`src/rtl/bcl_ram.sv`:
```
`timescale 1ns / 1ps
// Generic single-port RAM with registered read.
module bcl_ram #(
	parameter int WIDTH = 8,
	parameter int DEPTH = 256
) (
	input logic clk,
	input logic we,
	input logic [$clog2(DEPTH)-1:0] addr,
	input logic [WIDTH-1:0] wdata,
	output logic [WIDTH-1:0] rdata
);
	logic [WIDTH-1:0] mem [DEPTH];
	always_ff @(posedge clk) begin
		if (we) begin
			mem[addr] <= wdata;
		end
		rdata <= mem[addr];
	end
endmodule

```
`config.mk`:
```
export PLATFORM = sky130hd
export DESIGN_NAME = bcl_ram
export DESIGN_NICKNAME = d
export VERILOG_FILES = /design/src/rtl/bcl_ram.sv
export SDC_FILE = /design/constraint.sdc
export NUM_CORES = 2
export LEC_CHECK = 0
export ABC_CLOCK_PERIOD_IN_PS = 8700
export CAP_MARGIN = 30
export CORE_MARGIN = 4
export CORE_UTILIZATION = 55
export CTS_BUF_LIST = sky130_fd_sc_hd__clkbuf_4 sky130_fd_sc_hd__clkbuf_8 sky130_fd_sc_hd__clkbuf_16
export DETAILED_ROUTE_END_ITERATION = 16
export DONT_BUFFER_PORTS = 1
export PLACE_DENSITY = 0.7
export SKIP_LAST_GASP = 1
export SLEW_MARGIN = 0
export SYNTH_ARGS = -nofsm -noshare
export SYNTH_HDL_FRONTEND = slang
export SYNTH_SLANG_ARGS = --single-unit
```
`constraint.sdc`:
```
create_clock -name clk -period 8.7 [get_ports clk]
set_input_delay 1.74 -clock clk [delete_from_list [all_inputs] [get_ports clk]]
set_output_delay 1.74 -clock clk [all_outputs]
set_load 0.01 [all_outputs]
```
**Word-level counts from Yosys, hierarchy flattened**

Memories as Yosys holds them, arrays and structs flattened. A register that Yosys moved wholly into a read port is not among the register bits.
Index checks and enable logic that the tools add are counted.

- Multiplexer cells: 2

Operators with widths:

| kind | number |
|---|---|
| 1-bit two-way mux | 2 |

- Register bits: 0
- Memory bits (writable): 2,048
- Logic and storage cells: 3
- Memories kept: 1

Memory list:

| memory | words | width | read ports | clocked after memory_dff | wr ports | line | text |
|---|---|---|---|---|---|---|---|
| mem | 256 | 8 | 1 | 1 | 1 | 13 | `logic [WIDTH-1:0] mem [DEPTH];` |

**Longest topological paths before layout**

- Depth after elaboration: 2
- Gate-level depth with buffers: 10
- Gate-level depth less buffers: 5

**Worst setup path after synthesis**

Ideal clock, no wire load.

- Kind: input to register
- Start point: in addr[1]
- End point: mem mem[111][0], enable pin
- Setup time: 0.370 ns
- Arrival time: 3.589 ns
- Required time: 8.330 ns
- Slack: 4.741 ns
- Cell stages on the path: 9
- Path through: buf_2 -> clkbuf_1 -> clkbuf_1 -> nand2_1 -> buf_2 -> nor2_1 -> nand2_1 -> clkbuf_1 -> nor2_1

RTL lines:

| element | line | text |
|---|---|---|
| start: declaration | 9 | `input logic [$clog2(DEPTH)-1:0] addr,` |
| end: declaration | 13 |  |

Straight into the memory's write port.

**Final worst setup path**

- Start point: in addr[0]
- End point: mem mem[213][5], enable pin

Straight into the memory's write port.

==> impl_metrics.json <==
{
  "status": "finished, violations left",
  "violations": "max-slew violations",
  "slew_headroom": -0.05306,
  "design_power_total_mw": 20.31,
  "first_pass_iters": 6,
  "finalHoldViolCount": 0,
  "synth_area_leader_cell": "edfxtp_1",
  "num_rows": 138,
  "synthFlopType": "edfxtp_1",
  "rsz0062_at_grt": "false",
  "syn2layout_area_growth_pct": 11.33,
  "overflow": 0,
  "start_kind": "primary input",
  "port_buffers": 0,
  "via_per_inst": 6.578,
  "nFillCells": 9516,
  "fin_nets": 3619,
  "cts_hold_buf": 0,
  "final.period_utilization": 0.6701,
  "crit_type": "primary input to register",
  "syn_inst": 3547,
  "grtUsageMet1": 0.3642,
  "cts_tree": "built",
  "grtUsageTotal": 0.2488,
  "cp_cell_sequence": "buf_16 > buf_16 > nand2b_1 > nor2_1 > nand2_1 > buf_4 > nor2_1",
  "layout-drive-gt1-share": 0.2510,
  "ys_ff_latch": 2056,
  "crit_path_max_incr_delay_ns": 0.74,
  "fin_hold_ws_ns": 0.9355,
  "worstMarginPinSlew_ns": 1.580,
  "worstPathArrival_ns": 6.26,
  "powerDensity_nw_per_um2": 232.4,
  "yosys_warnings": 0,
  "period_minus_slack_ns": 5.830,
  "fp.dieH_microns": 385.8,
  "grt_first_pass_wirelength_mm": 265.8,
  "skew_ns": 0.01904,
  "drtIter0Drc": 4918,
  "synth_area_leaders": "edfxtp_1, mux4_2, a22oi_1",
  "synth.most_common_cell": "edfxtp_1",
  "design_area_sq_um": 87390,
  "setup_tns_ns": 0,
  "worst_setup_path_end_kind": "register",
  "htree_levels": 4,
  "ctsResizeCount": 0,
  "gr-usage-met3": 0.05563,
  "grtUsageMet2": 0.3842,
  "wire_per_inst_microns": 32.00,
  "clkLatencyLatePin_ns": 0.82,
  "worstPathRequired_ns": 9.13,
  "postCtsSetupBuffers": 0,
  "clock-sinks": 2056,
  "clockBufferDepth": 3,
  "finalWirelength_mm": 181.3,
  "synthArstFlopShare": 0,
  "initial_core_util": 0.5544,
  "dp.cells": 5283,
  "synth.distinct_cells": 22,
  "grt_pass1_vias": 37630,
  "yosys-top-cells-count": "edfxtp_1, mux4_2, a22oi_1, nor2_1, clkbuf_1",
  "leakage_nw": 26.50,
  "io_pins": 26,
  "synth_edf_count": 2048,
  "gp_congestion": 0.7856,
  "finalSetupViolCount": 0,
  "synth_area_sq_um": 78490,
  "critPathMaxFanout": 157,
  "dp_hpwl_mm": 95.25,
  "ir_drop_mv": 0.2013,
  "ant_nets": 0,
  "syn-num-nets": 3565,
  "crit_path_top_delay_cell": "buf_16",
  "slew_viol_final": 91,
  "grt-busiest-layer": "met2",
  "yosysTopAreaCellShare": 0.7835,
  "cts_buffers": 195,
  "drc": 0,
  "fmax_ghz": 0.1715,
  "final_cells": 5667,
  "num_vias": 37280,
  "synth.avg_cell_area_sq_um": 22.13,
  "die_w_microns": 385.8,
  "ys_seq_area_frac": 0.7855,
  "place_area_sq_um": 80570,
  "cts-root-buf": "clkbuf_16",
  "die-area_sq_um": 148800,
  "grt_max_degree": 519,
  "core_sq_um": 141600,
  "antenna_found_initial": 6,
  "max_cap_violations": 0,
  "min_path_type": "register to register",
  "cts.clk_slew.worst_paths_ns": 0.06
}
==> state kept, by name, summed over array words and instances (netlist names) <==
register  flops
mem        2048
rdata         8
==> path summary, 6_finish.rpt <==
path	startpoint	to	slack, ns	depth (start not counted)
worst max-delay path	addr[0]	mem[213][5]$_DFFE_PP_	2.87	7
worst min-delay path	mem[130][7]$_DFFE_PP_	rdata[7]$_DFF_P_	0.94	5
worst max register to register	mem[223][5]$_DFFE_PP_	rdata[5]$_DFF_P_	5.83	5
worst min register to register	mem[130][7]$_DFFE_PP_	rdata[7]$_DFF_P_	0.94	5
==> final cells by class <==
cell class                 instances  area [sq um]  share of cell area
antenna                            4         10.01           0.0001145
timing repair buffer              89         852.1            0.009751
multi-input combinational       1258         15860              0.1815
clock buffer                     241          5296             0.06061
clock inverter                   128          1338             0.01531
tap                             1890          2365             0.02706
inverter                           1         3.754          0.00004295
sequential                      2056         61660              0.7056
==> layer usage <==
metal	vias up	share of wire
met1	19840	0.39
li1	15200	-
met4	2	0.026
met3	293	0.10
met5	-	0.000066
met2	1939	0.48
==> critical path, delay by kind of cell <==
kind | cells | cell delay (ns)
and+or+nand+nor | 4 | 2.34
buffers and inverters | 3 | 1.83
==> logic make-up after synthesis <==
family	Yosys count	share of synthesized area
buffers and inverters	233	0.01401
flip-flops	2056	0.7855
AO/OA/AOI/OAI	416	0.03622
AND/OR/NAND/NOR	330	0.01733
multiplexers	512	0.1469
==> report_power, final <==
group | internal [mW] | switching (mW)
logic | 0.295 | 0.352
registers | 10.9 | 0.0163
clock network | 5.10 | 3.63
==> placed cells by master, fill, tap and decap left out, types with 3 or more instances in the layout <==
| cell | instances |
|---|---|
| bufinv_16 | 26 |
| o41ai_1 | 21 |
| nand3_1 | 12 |
| diode_2 | 4 |
| inv_6 | 8 |
| buf_4 | 70 |
| clkbuf_4 | 42 |
| edfxtp_1 | 2048 |
| nand4_1 | 8 |
| buf_16 | 6 |
| dfxtp_1 | 8 |
| a22oi_1 | 256 |
| nor2b_1 | 5 |
| clkinv_1 | 45 |
| nand2_1 | 28 |
| clkbuf_8 | 4 |
| nor2_1 | 231 |
| a21oi_1 | 128 |
| buf_12 | 4 |
| o41ai_2 | 11 |
| clkinv_8 | 3 |
| clkinvlp_4 | 4 |
| clkbuf_16 | 198 |
| clkinv_2 | 38 |
| nor3_1 | 28 |
| nand2b_1 | 4 |
| mux4_2 | 512 |
==> through the flow <==
step                setup slack (ns)    util
floorplan                      4.741       -
global placement               3.294  0.5676
detailed placement             3.724  0.5691
CTS                            4.471  0.6159
global route                   2.501  0.6171
finish                         2.870  0.6172
(Power assumes the default switching activity.)
